`src/sv/free_block_bitmap_allocator_defines.svh`:
```
// Assertion macros for the bitmap allocator.
// Both forms sample on clk; the first is disabled while rst_n is low.
`ifndef FREE_BLOCK_BITMAP_ALLOCATOR_DEFINES_SVH
`define FREE_BLOCK_BITMAP_ALLOCATOR_DEFINES_SVH

`ifndef SYNTH
`define FBBA_ASSERT(lbl, prop, msg) \
    lbl: assert property (@(posedge clk) disable iff (!rst_n) prop) else $error(msg);
`define FBBA_ASSERT_RST(lbl, prop, msg) \
    lbl: assert property (@(posedge clk) prop) else $error(msg);
`else
`define FBBA_ASSERT(lbl, prop, msg)
`define FBBA_ASSERT_RST(lbl, prop, msg)
`endif

`endif

```
`src/sv/fbba_pkg.sv`:
```
`timescale 1ns / 1ps
package fbba_pkg;

    localparam int IDX_W  = 12;
    localparam int CFG_W  = 13;
    localparam int BASE_W = 14;

    localparam logic [CFG_W-1:0] TOTAL_RESET = 13'd4096;

    typedef enum logic [1:0] {
        FUNC_ALLOC = 2'd0,
        FUNC_FREE  = 2'd1,
        FUNC_TEST  = 2'd2
    } func_t;

    typedef enum logic [1:0] {
        ST_OK        = 2'd0,
        ST_NONE_FREE = 2'd1,
        ST_RANGE     = 2'd2,
        ST_DOUBLE    = 2'd3
    } status_t;

endpackage

```
`src/sv/free_block_bitmap_allocator.sv`:
```
`timescale 1ns / 1ps
// Channel   Handshake           Payload
// input     in_valid/in_stall   func, index
// output    out_valid/out_stall result_index, bit_value, status
// config    cfg_valid/cfg_ready total_bits
//
// After reset a clearing pass sets every map word to all ones, one word per cycle,
// with in_stall high meanwhile; the map holds MAP_WORDS words (128 at the default size).
// Allocate reads one map word per cycle through the single read port of the map memory.
// Free and test pass through read, check (where free writes the word back) and response states.
// One request is in flight at a time; a finished result waits in the output register
// while out_stall is high, and the next request is taken once it has been placed there.
module free_block_bitmap_allocator
    import fbba_pkg::*;
#(
    parameter int MAX_BLOCKS = 4096,
    parameter int WORD_WIDTH = 32
) (
    input  logic             clk,
    input  logic             rst_n,
    input  logic             in_valid,
    output logic             in_stall,
    input  logic [1:0]       func,
    input  logic [IDX_W-1:0] index,
    output logic             out_valid,
    input  logic             out_stall,
    output logic [IDX_W-1:0] result_index,
    output logic             bit_value,
    output logic [1:0]       status,
    input  logic             cfg_valid,
    output logic             cfg_ready,
    input  logic [CFG_W-1:0] total_bits
);

    localparam int MAP_WORDS = (MAX_BLOCKS + WORD_WIDTH - 1) / WORD_WIDTH;
    localparam int ADDR_W    = (MAP_WORDS > 1) ? $clog2(MAP_WORDS) : 1;

    logic [CFG_W-1:0]      total_reg;
    logic [CFG_W-1:0]      lim;
    logic                  mem_we;
    logic [ADDR_W-1:0]     mem_waddr;
    logic [WORD_WIDTH-1:0] mem_wdata;
    logic                  mem_re;
    logic [ADDR_W-1:0]     mem_raddr;
    logic [WORD_WIDTH-1:0] mem_rdata;

    assign cfg_ready = 1'b1;

    always_ff @(posedge clk or negedge rst_n)
    begin
        if (!rst_n)
        begin
            total_reg <= TOTAL_RESET;
        end
        else if (cfg_valid && cfg_ready)
        begin
            total_reg <= total_bits;
        end
    end

    // clamp the configured total to the map capacity
    assign lim = (32'(total_reg) > 32'(MAX_BLOCKS)) ? CFG_W'(MAX_BLOCKS) : total_reg;

    fbba_map_ram #(
        .DEPTH  (MAP_WORDS),
        .ADDR_W (ADDR_W),
        .DATA_W (WORD_WIDTH)
    ) u_map (
        .clk   (clk),
        .we    (mem_we),
        .waddr (mem_waddr),
        .wdata (mem_wdata),
        .re    (mem_re),
        .raddr (mem_raddr),
        .rdata (mem_rdata)
    );

    fbba_ctrl #(
        .WORD_WIDTH (WORD_WIDTH),
        .MAP_WORDS  (MAP_WORDS),
        .ADDR_W     (ADDR_W)
    ) u_ctrl (
        .clk          (clk),
        .rst_n        (rst_n),
        .in_valid     (in_valid),
        .in_stall     (in_stall),
        .func         (func),
        .index        (index),
        .lim          (lim),
        .out_valid    (out_valid),
        .out_stall    (out_stall),
        .result_index (result_index),
        .bit_value    (bit_value),
        .status       (status),
        .mem_we       (mem_we),
        .mem_waddr    (mem_waddr),
        .mem_wdata    (mem_wdata),
        .mem_re       (mem_re),
        .mem_raddr    (mem_raddr),
        .mem_rdata    (mem_rdata)
    );

endmodule

```
`src/sv/fbba_map_ram.sv`:
```
`timescale 1ns / 1ps
module fbba_map_ram #(
    parameter int DEPTH  = 128,
    parameter int ADDR_W = 7,
    parameter int DATA_W = 32
) (
    input  logic              clk,
    input  logic              we,
    input  logic [ADDR_W-1:0] waddr,
    input  logic [DATA_W-1:0] wdata,
    input  logic              re,
    input  logic [ADDR_W-1:0] raddr,
    output logic [DATA_W-1:0] rdata
);

    logic [DATA_W-1:0] mem [DEPTH];
    logic [DATA_W-1:0] rdata_reg;

    always_ff @(posedge clk)
    begin
        if (we)
        begin
            mem[waddr] <= wdata;
        end
    end

    always_ff @(posedge clk)
    begin
        if (re)
        begin
            rdata_reg <= mem[raddr];
        end
    end

    assign rdata = rdata_reg;

endmodule

```
`src/sv/fbba_pick.sv`:
```
`timescale 1ns / 1ps
module fbba_pick
    import fbba_pkg::*;
#(
    parameter int WORD_WIDTH = 32,
    parameter int BIT_W      = 5
) (
    input  logic [WORD_WIDTH-1:0] data,
    input  logic [BASE_W-1:0]     base,
    input  logic [CFG_W-1:0]      lim,
    output logic                  hit,
    output logic [BIT_W-1:0]      pos
);

    logic [BASE_W-1:0]     lim_ext;
    logic [BASE_W-1:0]     span;
    logic [WORD_WIDTH-1:0] avail;

    assign lim_ext = BASE_W'(lim);
    // number of block indices from this word's base up to the limit
    assign span    = (lim_ext > base) ? (lim_ext - base) : '0;

    always_comb
    begin
        for (int b = 0; b < WORD_WIDTH; b++)
        begin
            avail[b] = data[b] && (BASE_W'(b) < span);
        end
    end

    always_comb
    begin
        pos = '0;
        for (int b = WORD_WIDTH - 1; b >= 0; b--)
        begin
            if (avail[b])
            begin
                pos = BIT_W'(b);
            end
        end
    end

    assign hit = |avail;

endmodule

```
`src/sv/fbba_ctrl.sv`:
```
`timescale 1ns / 1ps
`include "free_block_bitmap_allocator_defines.svh"
module fbba_ctrl
    import fbba_pkg::*;
#(
    parameter int WORD_WIDTH = 32,
    parameter int MAP_WORDS  = 128,
    parameter int ADDR_W     = 7
) (
    input  logic                  clk,
    input  logic                  rst_n,
    input  logic                  in_valid,
    output logic                  in_stall,
    input  logic [1:0]            func,
    input  logic [IDX_W-1:0]      index,
    input  logic [CFG_W-1:0]      lim,
    output logic                  out_valid,
    input  logic                  out_stall,
    output logic [IDX_W-1:0]      result_index,
    output logic                  bit_value,
    output logic [1:0]            status,
    output logic                  mem_we,
    output logic [ADDR_W-1:0]     mem_waddr,
    output logic [WORD_WIDTH-1:0] mem_wdata,
    output logic                  mem_re,
    output logic [ADDR_W-1:0]     mem_raddr,
    input  logic [WORD_WIDTH-1:0] mem_rdata
);

    localparam int BIT_W   = $clog2(WORD_WIDTH);
    localparam int CNT_W   = $clog2(MAP_WORDS + 1);
    localparam int DIV_SH  = IDX_W + BIT_W;
    localparam int DIV_MUL = ((1 << DIV_SH) + WORD_WIDTH - 1) / WORD_WIDTH;

    typedef enum logic [2:0] {
        S_CLR,
        S_IDLE,
        S_SCAN,
        S_RD,
        S_CHK,
        S_RESP
    } state_t;

    state_t             state_reg,    state_next;
    logic [IDX_W-1:0]   idx_reg,      idx_next;
    logic               free_op_reg,  free_op_next;
    logic [ADDR_W-1:0]  word_reg,     word_next;
    logic [BIT_W-1:0]   pos_reg,      pos_next;
    logic [CNT_W-1:0]   rd_word_reg,  rd_word_next;
    logic [BASE_W-1:0]  rd_base_reg,  rd_base_next;
    logic [ADDR_W-1:0]  chk_word_reg, chk_word_next;
    logic [BASE_W-1:0]  chk_base_reg, chk_base_next;
    logic               pend_reg,     pend_next;
    logic [IDX_W-1:0]   res_idx_reg,  res_idx_next;
    logic               res_bit_reg,  res_bit_next;
    status_t            res_st_reg,   res_st_next;
    logic               out_valid_reg, out_valid_next;
    logic [IDX_W-1:0]   out_idx_reg,  out_idx_next;
    logic               out_bit_reg,  out_bit_next;
    status_t            out_st_reg,   out_st_next;

    logic               hit;
    logic [BIT_W-1:0]   hit_pos;
    logic               issue;
    logic               out_load;
    logic [31:0]        quot_prod;
    logic [31:0]        pos_diff;
    logic               cur_bit;

    fbba_pick #(
        .WORD_WIDTH (WORD_WIDTH),
        .BIT_W      (BIT_W)
    ) u_pick (
        .data (mem_rdata),
        .base (chk_base_reg),
        .lim  (lim),
        .hit  (hit),
        .pos  (hit_pos)
    );

    // word of the requested index by reciprocal multiply
    assign quot_prod = 32'(index) * 32'(DIV_MUL);
    assign pos_diff  = 32'(idx_reg) - 32'(word_reg) * 32'(WORD_WIDTH);

    assign issue   = (rd_word_reg < CNT_W'(MAP_WORDS)) && (rd_base_reg < BASE_W'(lim));
    assign cur_bit = mem_rdata[pos_reg];

    always_comb
    begin
        state_next     = state_reg;
        idx_next       = idx_reg;
        free_op_next   = free_op_reg;
        word_next      = word_reg;
        pos_next       = pos_reg;
        rd_word_next   = rd_word_reg;
        rd_base_next   = rd_base_reg;
        chk_word_next  = chk_word_reg;
        chk_base_next  = chk_base_reg;
        pend_next      = pend_reg;
        res_idx_next   = res_idx_reg;
        res_bit_next   = res_bit_reg;
        res_st_next    = res_st_reg;
        out_idx_next   = out_idx_reg;
        out_bit_next   = out_bit_reg;
        out_st_next    = out_st_reg;
        out_valid_next = out_valid_reg && out_stall;
        out_load       = 1'b0;
        mem_we         = 1'b0;
        mem_waddr      = chk_word_reg;
        mem_wdata      = mem_rdata;
        mem_re         = 1'b0;
        mem_raddr      = word_reg;

        case (state_reg)
            S_CLR:
            begin
                mem_we       = 1'b1;
                mem_waddr    = rd_word_reg[ADDR_W-1:0];
                mem_wdata    = '1;
                rd_word_next = rd_word_reg + CNT_W'(1);
                if (rd_word_reg == CNT_W'(MAP_WORDS - 1))
                begin
                    state_next = S_IDLE;
                end
            end

            S_IDLE:
            begin
                if (in_valid)
                begin
                    idx_next     = index;
                    free_op_next = (func == FUNC_FREE);
                    word_next    = ADDR_W'(quot_prod >> DIV_SH);
                    res_idx_next = '0;
                    res_bit_next = 1'b0;
                    res_st_next  = ST_OK;
                    rd_word_next = '0;
                    rd_base_next = '0;
                    pend_next    = 1'b0;
                    if (func == FUNC_ALLOC)
                    begin
                        state_next = S_SCAN;
                    end
                    else if (func == FUNC_FREE || func == FUNC_TEST)
                    begin
                        if (BASE_W'(index) >= BASE_W'(lim))
                        begin
                            res_st_next = ST_RANGE;
                            state_next  = S_RESP;
                        end
                        else
                        begin
                            state_next = S_RD;
                        end
                    end
                    else
                    begin
                        state_next = S_RESP;
                    end
                end
            end

            S_SCAN:
            begin
                if (pend_reg && hit)
                begin
                    // claim the lowest free bit and write the word back
                    mem_we       = 1'b1;
                    mem_waddr    = chk_word_reg;
                    mem_wdata    = mem_rdata & ~(WORD_WIDTH'(1) << hit_pos);
                    res_idx_next = IDX_W'(chk_base_reg + BASE_W'(hit_pos));
                    pend_next    = 1'b0;
                    state_next   = S_RESP;
                end
                else if (issue)
                begin
                    mem_re        = 1'b1;
                    mem_raddr     = rd_word_reg[ADDR_W-1:0];
                    chk_word_next = rd_word_reg[ADDR_W-1:0];
                    chk_base_next = rd_base_reg;
                    rd_word_next  = rd_word_reg + CNT_W'(1);
                    rd_base_next  = rd_base_reg + BASE_W'(WORD_WIDTH);
                    pend_next     = 1'b1;
                end
                else if (pend_reg)
                begin
                    pend_next = 1'b0;
                end
                else
                begin
                    res_st_next = ST_NONE_FREE;
                    state_next  = S_RESP;
                end
            end

            S_RD:
            begin
                mem_re     = 1'b1;
                mem_raddr  = word_reg;
                pos_next   = BIT_W'(pos_diff);
                state_next = S_CHK;
            end

            S_CHK:
            begin
                if (free_op_reg)
                begin
                    if (cur_bit)
                    begin
                        res_st_next = ST_DOUBLE;
                    end
                    else
                    begin
                        mem_we    = 1'b1;
                        mem_waddr = word_reg;
                        mem_wdata = mem_rdata | (WORD_WIDTH'(1) << pos_reg);
                    end
                end
                else
                begin
                    res_bit_next = cur_bit;
                end
                state_next = S_RESP;
            end

            S_RESP:
            begin
                // hold until the output slot is free
                if (!out_valid_reg || !out_stall)
                begin
                    out_load       = 1'b1;
                    out_valid_next = 1'b1;
                    out_idx_next   = res_idx_reg;
                    out_bit_next   = res_bit_reg;
                    out_st_next    = res_st_reg;
                    state_next     = S_IDLE;
                end
            end

            default:
            begin
                state_next = S_IDLE;
            end
        endcase
    end

    always_ff @(posedge clk or negedge rst_n)
    begin
        if (!rst_n)
        begin
            state_reg     <= S_CLR;
            idx_reg       <= '0;
            free_op_reg   <= 1'b0;
            word_reg      <= '0;
            pos_reg       <= '0;
            rd_word_reg   <= '0;
            rd_base_reg   <= '0;
            chk_word_reg  <= '0;
            chk_base_reg  <= '0;
            pend_reg      <= 1'b0;
            res_idx_reg   <= '0;
            res_bit_reg   <= 1'b0;
            res_st_reg    <= ST_OK;
            out_valid_reg <= 1'b0;
            out_idx_reg   <= '0;
            out_bit_reg   <= 1'b0;
            out_st_reg    <= ST_OK;
        end
        else
        begin
            state_reg     <= state_next;
            idx_reg       <= idx_next;
            free_op_reg   <= free_op_next;
            word_reg      <= word_next;
            pos_reg       <= pos_next;
            rd_word_reg   <= rd_word_next;
            rd_base_reg   <= rd_base_next;
            chk_word_reg  <= chk_word_next;
            chk_base_reg  <= chk_base_next;
            pend_reg      <= pend_next;
            res_idx_reg   <= res_idx_next;
            res_bit_reg   <= res_bit_next;
            res_st_reg    <= res_st_next;
            out_valid_reg <= out_valid_next;
            out_idx_reg   <= out_idx_next;
            out_bit_reg   <= out_bit_next;
            out_st_reg    <= out_st_next;
        end
    end

    assign in_stall     = (state_reg != S_IDLE);
    assign out_valid    = out_valid_reg;
    assign result_index = out_idx_reg;
    assign bit_value    = out_bit_reg;
    assign status       = out_st_reg;

    `FBBA_ASSERT(a_no_rw_clash,
        !(mem_we && mem_re && mem_waddr == mem_raddr), "map read and write collide")
    `FBBA_ASSERT(a_we_states,
        mem_we |-> (state_reg == S_CLR || state_reg == S_SCAN || state_reg == S_CHK),
        "map write outside clear or update")
    `FBBA_ASSERT(a_load_shows, out_load |=> out_valid_reg, "loaded result not presented")
    `FBBA_ASSERT(a_bit_ok,
        (out_valid_reg && out_bit_reg) |-> (out_st_reg == ST_OK),
        "test bit set with error status")
    `FBBA_ASSERT_RST(a_rst_quiet, !rst_n |-> !out_valid_reg, "result valid during reset")

endmodule

```
`config.mk`:
```
export PLATFORM = sky130hd
export DESIGN_NAME = free_block_bitmap_allocator
export DESIGN_NICKNAME = d
export VERILOG_FILES = /design/src/sv/fbba_pkg.sv /design/src/sv/free_block_bitmap_allocator.sv /design/src/sv/fbba_map_ram.sv /design/src/sv/fbba_pick.sv /design/src/sv/fbba_ctrl.sv
export VERILOG_INCLUDE_DIRS = /design/src /design/src/sv
export SDC_FILE = /design/constraint.sdc
export NUM_CORES = 2
export LEC_CHECK = 0
export BUFFER_PORTS_ARGS = -buffer_cell sky130_fd_sc_hd__buf_2
export CAP_MARGIN = 20
export CELL_PAD_IN_SITES_DETAIL_PLACEMENT = 2
export CELL_PAD_IN_SITES_GLOBAL_PLACEMENT = 2
export CORE_ASPECT_RATIO = 2
export CORE_MARGIN = 4
export CORE_UTILIZATION = 43
export CTS_BUF_LIST = sky130_fd_sc_hd__clkbuf_4 sky130_fd_sc_hd__clkbuf_8
export DETAILED_ROUTE_END_ITERATION = 8
export PLACE_DENSITY = 0.77
export REMOVE_ABC_BUFFERS = 1
export SKIP_CTS_REPAIR_TIMING = 1
export SYNTH_ARGS = -nofsm -noshare
export SYNTH_HDL_FRONTEND = slang
export SYNTH_SLANG_ARGS = --single-unit
```
`constraint.sdc`:
```
create_clock -name clk -period 9.95 [get_ports clk]
set_clock_uncertainty 0.2 [all_clocks]
set_input_delay 1.99 -clock clk [delete_from_list [all_inputs] [get_ports clk]]
set_output_delay 1.99 -clock clk [all_outputs]
set_load 0.005 [all_outputs]
```
==> run_results.csv, run 1 <==
group,metric,value,unit
logic_synthesis,syn_inst,12400,
placed_design,io_buffers,48,
logic_synthesis,ys_ff_latch,4227,
outcome,error,"[ERROR DPL-0033] detailed placement checks failed during check placement.",
die,rows,326,
logic_synthesis,synth-compound-area-share,8.14,%
logic_synthesis,synthSimpleGateAreaFrac,11.9,%
outcome,status,"did not finish",
die,die_w,453,um
placed_design,globalplace.congestion,0.907,
logic_synthesis,synth-xor-area-share,0.118,%
placed_design,dpl.hpwl,499000,um
logic_synthesis,synth_top_family_by_area,"simple AND/OR/NAND/NOR gates",
logic_synthesis,muxShareOfSynthArea,2.76,%
logic_synthesis,avgSynthCellArea,13.8,um2
logic_synthesis,synth_edf_count,4128,
logic_synthesis,ys_types,96,
logic_synthesis,seq_area_frac_synth,74.3,%
logic_synthesis,synth_ff_type,"edfxtp_1",
die,initial_core_util,43.2,%
logic_synthesis,synth_top_cell_by_area,"edfxtp_1",
die,chipHeight,898,um
outcome,lastStage,"3_5_place_dp",
logic_synthesis,async_reset_ff_share,2.34,%
logic_synthesis,synth_top_area_share,72.8,%
logic_synthesis,synth_top_cells_by_area,"edfxtp_1 (73%), nand2_1 (6.4%), nand3_1 (3.1%), mux2i_1 (2.4%), a21oi_1 (1.7%)",
logic_synthesis,netlist_area,170000,um2
die,io_pins,50,
logic_synthesis,synth_fa_ha_area_share,0.257,%
logic_synthesis,yosysWarningCount,0,
## through the flow
step	worst slack (ns)	setup TNS, ns	hold WS (ns)	instances
global placement	-1.17	-7.21	0.267	17400
floorplan	-28.01	-875.46	0.242	11500
## cells by family after synthesis
group                      count (synthesis)
other                                      2
AOI/OAI and AO/OA                       2031
buffers and inverters                    890
adders and majority gates                 35
xor gates and xnor gates                  23
muxes                                    450
and+or+nand+nor                         4696
DFF                                     4227
## Yosys cell counts, types with 150 or more instances
library cell,n
a31oi_1,283
a211oi_1,312
and3_1,231
clkbuf_1,334
nand3_1,1043
a32oi_1,150
a21oi_1,563
nand2_1,2918
mux2i_1,400
buf_2,295
edfxtp_1,4128
nor2_1,242
==> run 2: changes to the inputs <==
--- a/config.mk
+++ b/config.mk
@@ -8,14 +8,10 @@
 export LEC_CHECK = 0
 export BUFFER_PORTS_ARGS = -buffer_cell sky130_fd_sc_hd__buf_2
 export CAP_MARGIN = 20
-export CELL_PAD_IN_SITES_DETAIL_PLACEMENT = 2
-export CELL_PAD_IN_SITES_GLOBAL_PLACEMENT = 2
-export CORE_ASPECT_RATIO = 2
 export CORE_MARGIN = 4
-export CORE_UTILIZATION = 43
-export CTS_BUF_LIST = sky130_fd_sc_hd__clkbuf_4 sky130_fd_sc_hd__clkbuf_8
+export CORE_UTILIZATION = 35
 export DETAILED_ROUTE_END_ITERATION = 8
-export PLACE_DENSITY = 0.77
+export PLACE_DENSITY_LB_ADDON = 0.15
 export REMOVE_ABC_BUFFERS = 1
 export SKIP_CTS_REPAIR_TIMING = 1
 export SYNTH_ARGS = -nofsm -noshare
==> constraint.sdc (replaced) <==
create_clock -name clk -period 12.9 [get_ports clk]
set_clock_uncertainty 0.2 [all_clocks]
set_input_delay 2.58 -clock clk [delete_from_list [all_inputs] [get_ports clk]]
set_output_delay 2.58 -clock clk [all_outputs]
set_load 0.005 [all_outputs]
==> run_results.csv, run 2 <==
group,metric,value,unit
outcome,status,"complete, no violations",
placed_design,globalplace.congestion,0.831,
finish,mostFrequentLayoutCell,"edfxtp_1",
worst_hold_path,hold_path_depth,1,
routing,ant_nets,0,
worst_setup_path,crit_type,"flip-flop to flip-flop",
worst_setup_path,ff2ff_setup_slack,1.70,ns
worst_setup_path,crit_path_end,"u_map.rdata[13]",
worst_setup_path,worstRegToRegCells,25,
placed_design,io_buffers,48,
finish,final_area,194000,um2
logic_synthesis,yosysWarningCount,0,
grt,grt_pass1_wl,836000,um
logic_synthesis,netlist_area,170000,um2
finish,final_cell_mix,"edfxtp_1 (4128), nand2_1 (2904), nand3_1 (1041), a21oi_1 (535), clkbuf_16 (456)",
finish,largest_register_ffs,4096,
logic_synthesis,post-synth-top-count-cell,"edfxtp_1",
die,io_pins,50,
logic_synthesis,synth_top_cells_by_area,"edfxtp_1 (73%), nand2_1 (6.4%), nand3_1 (3.1%), mux2i_1 (2.4%), a21oi_1 (1.7%)",
logic_synthesis,async_reset_ff_share,2.34,%
placed_design,place_area,180000,um2
logic_synthesis,syn_inst,12400,
timing,rsz0062_at_grt,"no",
worst_setup_path,worstSetupEndpointType,"flip-flop",
finish,post-route-util,40.2,%
logic_synthesis,synth_ff_type,"edfxtp_1",
worst_setup_path,r2r-end,"u_map.rdata[13]",
grt,grt_pass1_vias,105000,
routing,first_pass_iters,6,
grt,antenna_found_initial,48,
routing,dr_total_vias,110000,
routing,drtIter0Drc,12000,
clock_network,cts_max_path_buffers,4,
logic_synthesis,synth_top_cell_by_area,"edfxtp_1",
grt,grt_start_max_net_pins,108,
clock_network,root_buffer,"clkbuf_16",
finish,drive_gt1_share,11.0,%
worst_setup_path,reg2reg_from,"total_reg[12]",
timing,slew_headroom,9.52,%
die,rows,255,
worst_setup_path,path_max_fanout,75,
timing,setup_viol,0,
timing,worst_pin_slew,1.36,ns
worst_setup_path,required,13.50,ns
grt,grtUsageTotal,23.4,%
timing,hold_slack,0.305,ns
power,p_leak,62.6,nW
clock_network,clk_pin_slew_worst_paths,0.06,ns
power,ir_drop,0.121,mV
grt,grt_overflow_total,0,
logic_synthesis,ys_types,96,
timing,timing.fmax,89.3,MHz
clock_network,cts_made_buffers,447,
routing,drcViolationCount,0,
logic_synthesis,synth_top_area_share,72.8,%
timing,post-route-period-util,86.9,%
clock_network,htreeDepth,5,
routing,wl_per_cell,31.2,um
clock_network,worstSkewPairLatency,1.03,ns
worst_setup_path,crit_start,"total_reg[12]",
worst_setup_path,startpoint_type,"flip-flop",
die,die_area,498000,um2
routing,viasPerCell,5.71,
clock_network,cts_tree,"yes",
logic_synthesis,seq_area_frac_synth,74.3,%
die,coreArea,484000,um2
timing,drv_slew,0,
timing,post-route-min-period,11.20,ns
worst_hold_path,hold_path.class,"flip-flop to flip-flop",
run,maxCapViolations,0,
die,initial_core_util,35.2,%
die,die_w,706,um
finish,fin_nets,12600,
worst_setup_path,crit_arrival,11.81,ns
die,chipHeight,706,um
power,pwr_density_cell,149,nW/um2
logic_synthesis,ys_ff_latch,4227,
timing,finalHoldViolCount,0,
clock_network,numClockSinks,4227,
logic_synthesis,synth_common_cells,"edfxtp_1 (4128), nand2_1 (2918), nand3_1 (1043)",
routing,wirelength,603000,um
logic_synthesis,synth_edf_count,4128,
logic_synthesis,avgSynthCellArea,13.8,um2
finish,area_growth,14.2,%
placed_design,dpl.hpwl,338000,um
[run 2: cell counts after synthesis]
No cell type changed its count.
[run 2: worst min path at each step]
| stage | endpoint | startpoint |
|---|---|---|
| 4_1_cts | u_ctrl.result_index[0] | u_ctrl.result_index[0] |
| 2_1_floorplan | u_ctrl.idx_reg[1] | u_ctrl.idx_reg[1] |
| 6_report | u_ctrl.result_index[0] | u_ctrl.result_index[0] |
| 3_5_place_dp | u_ctrl.result_index[0] | u_ctrl.result_index[0] |
| 3_3_place_gp | u_ctrl.chk_word_reg[3] | u_ctrl.chk_word_reg[3] |
| 5_1_grt | u_ctrl.status[1] | u_ctrl.status[1] |
[run 2: layer usage]
metal	vias up	part of all wire [%]	GRT usage (%)
met5	-	0.0098	0
met4	10	3.8	7.85
met3	938	7.5	3.76
met2	4642	45	36.6
met1	57600	43	33.2
li1	47100	-	-
[run 2: critical path, stage by stage (launching register included)]
cell	delay, ns
dfstp_2	0.60
inv_1	0.24
nand2_1	0.19
inv_1	0.07
ha_1	0.63
a21boi_1	0.39
a21oi_2	0.13
o22ai_1	0.23
a31oi_1	0.16
or3b_1	0.74
o41a_1	0.54
o21a_1	0.22
nor4_2	0.56
a41oi_2	0.44
nand3b_4	0.50
buf_4	0.35
nand2_4	0.46
buf_16	0.33
buf_12	0.40
buf_4	0.42
a211oi_1	0.14
a31oi_1	0.25
o22ai_1	0.17
nor3_1	0.92
nand4_1	1.14
nand4_1	0.48
[run 2: cell type report]
type / count / area (um2)
Antenna cell: 21 / 52.6
Sequential cell: 4227 / 126000
Tap cell: 6425 / 8040
Timing Repair Buffer: 531 / 4650
Multi-Input combinational cell: 7239 / 41000
Fill cell: 44800 / 289000
Clock buffer: 578 / 11900
Inverter: 41 / 154
Clock inverter: 241 / 2200
[run 2: kinds of logic after synthesis]
kind of cell	synth area share [%]
multiplexers	2.76
other	0.00441
AND/OR/NAND/NOR	11.9
AO/OA/AOI/OAI	8.14
XOR/XNOR	0.118
flip-flops	74.3
adder cells (fa/ha/maj)	0.257
buffers and inverters	2.61
[run 2: power by group]
group	leakage, nW	switching [mW]	internal (mW)
sequential	36.4	0.0119	14.8
combinational	19.4	1.13	0.424
clock	6.86	5.40	7.17
total	62.6	6.53	22.4
[run 2: per-stage QoR]
step / std cells / setup WS (ns) / power, mW / TNS [ns]
global placement: 18400 / 1.73 / 16.7 / 0
finish: 19300 / 1.70 / 29.0 / 0
detailed placement: 18500 / 1.82 / 16.7 / 0
floorplan: 11500 / -25.06 / 16.9 / -781.06
global route: 19300 / 1.50 / 29.9 / 0
CTS: 19300 / 1.74 / 29.2 / 0
No activity file was read; power rests on OpenSTA's default activity.
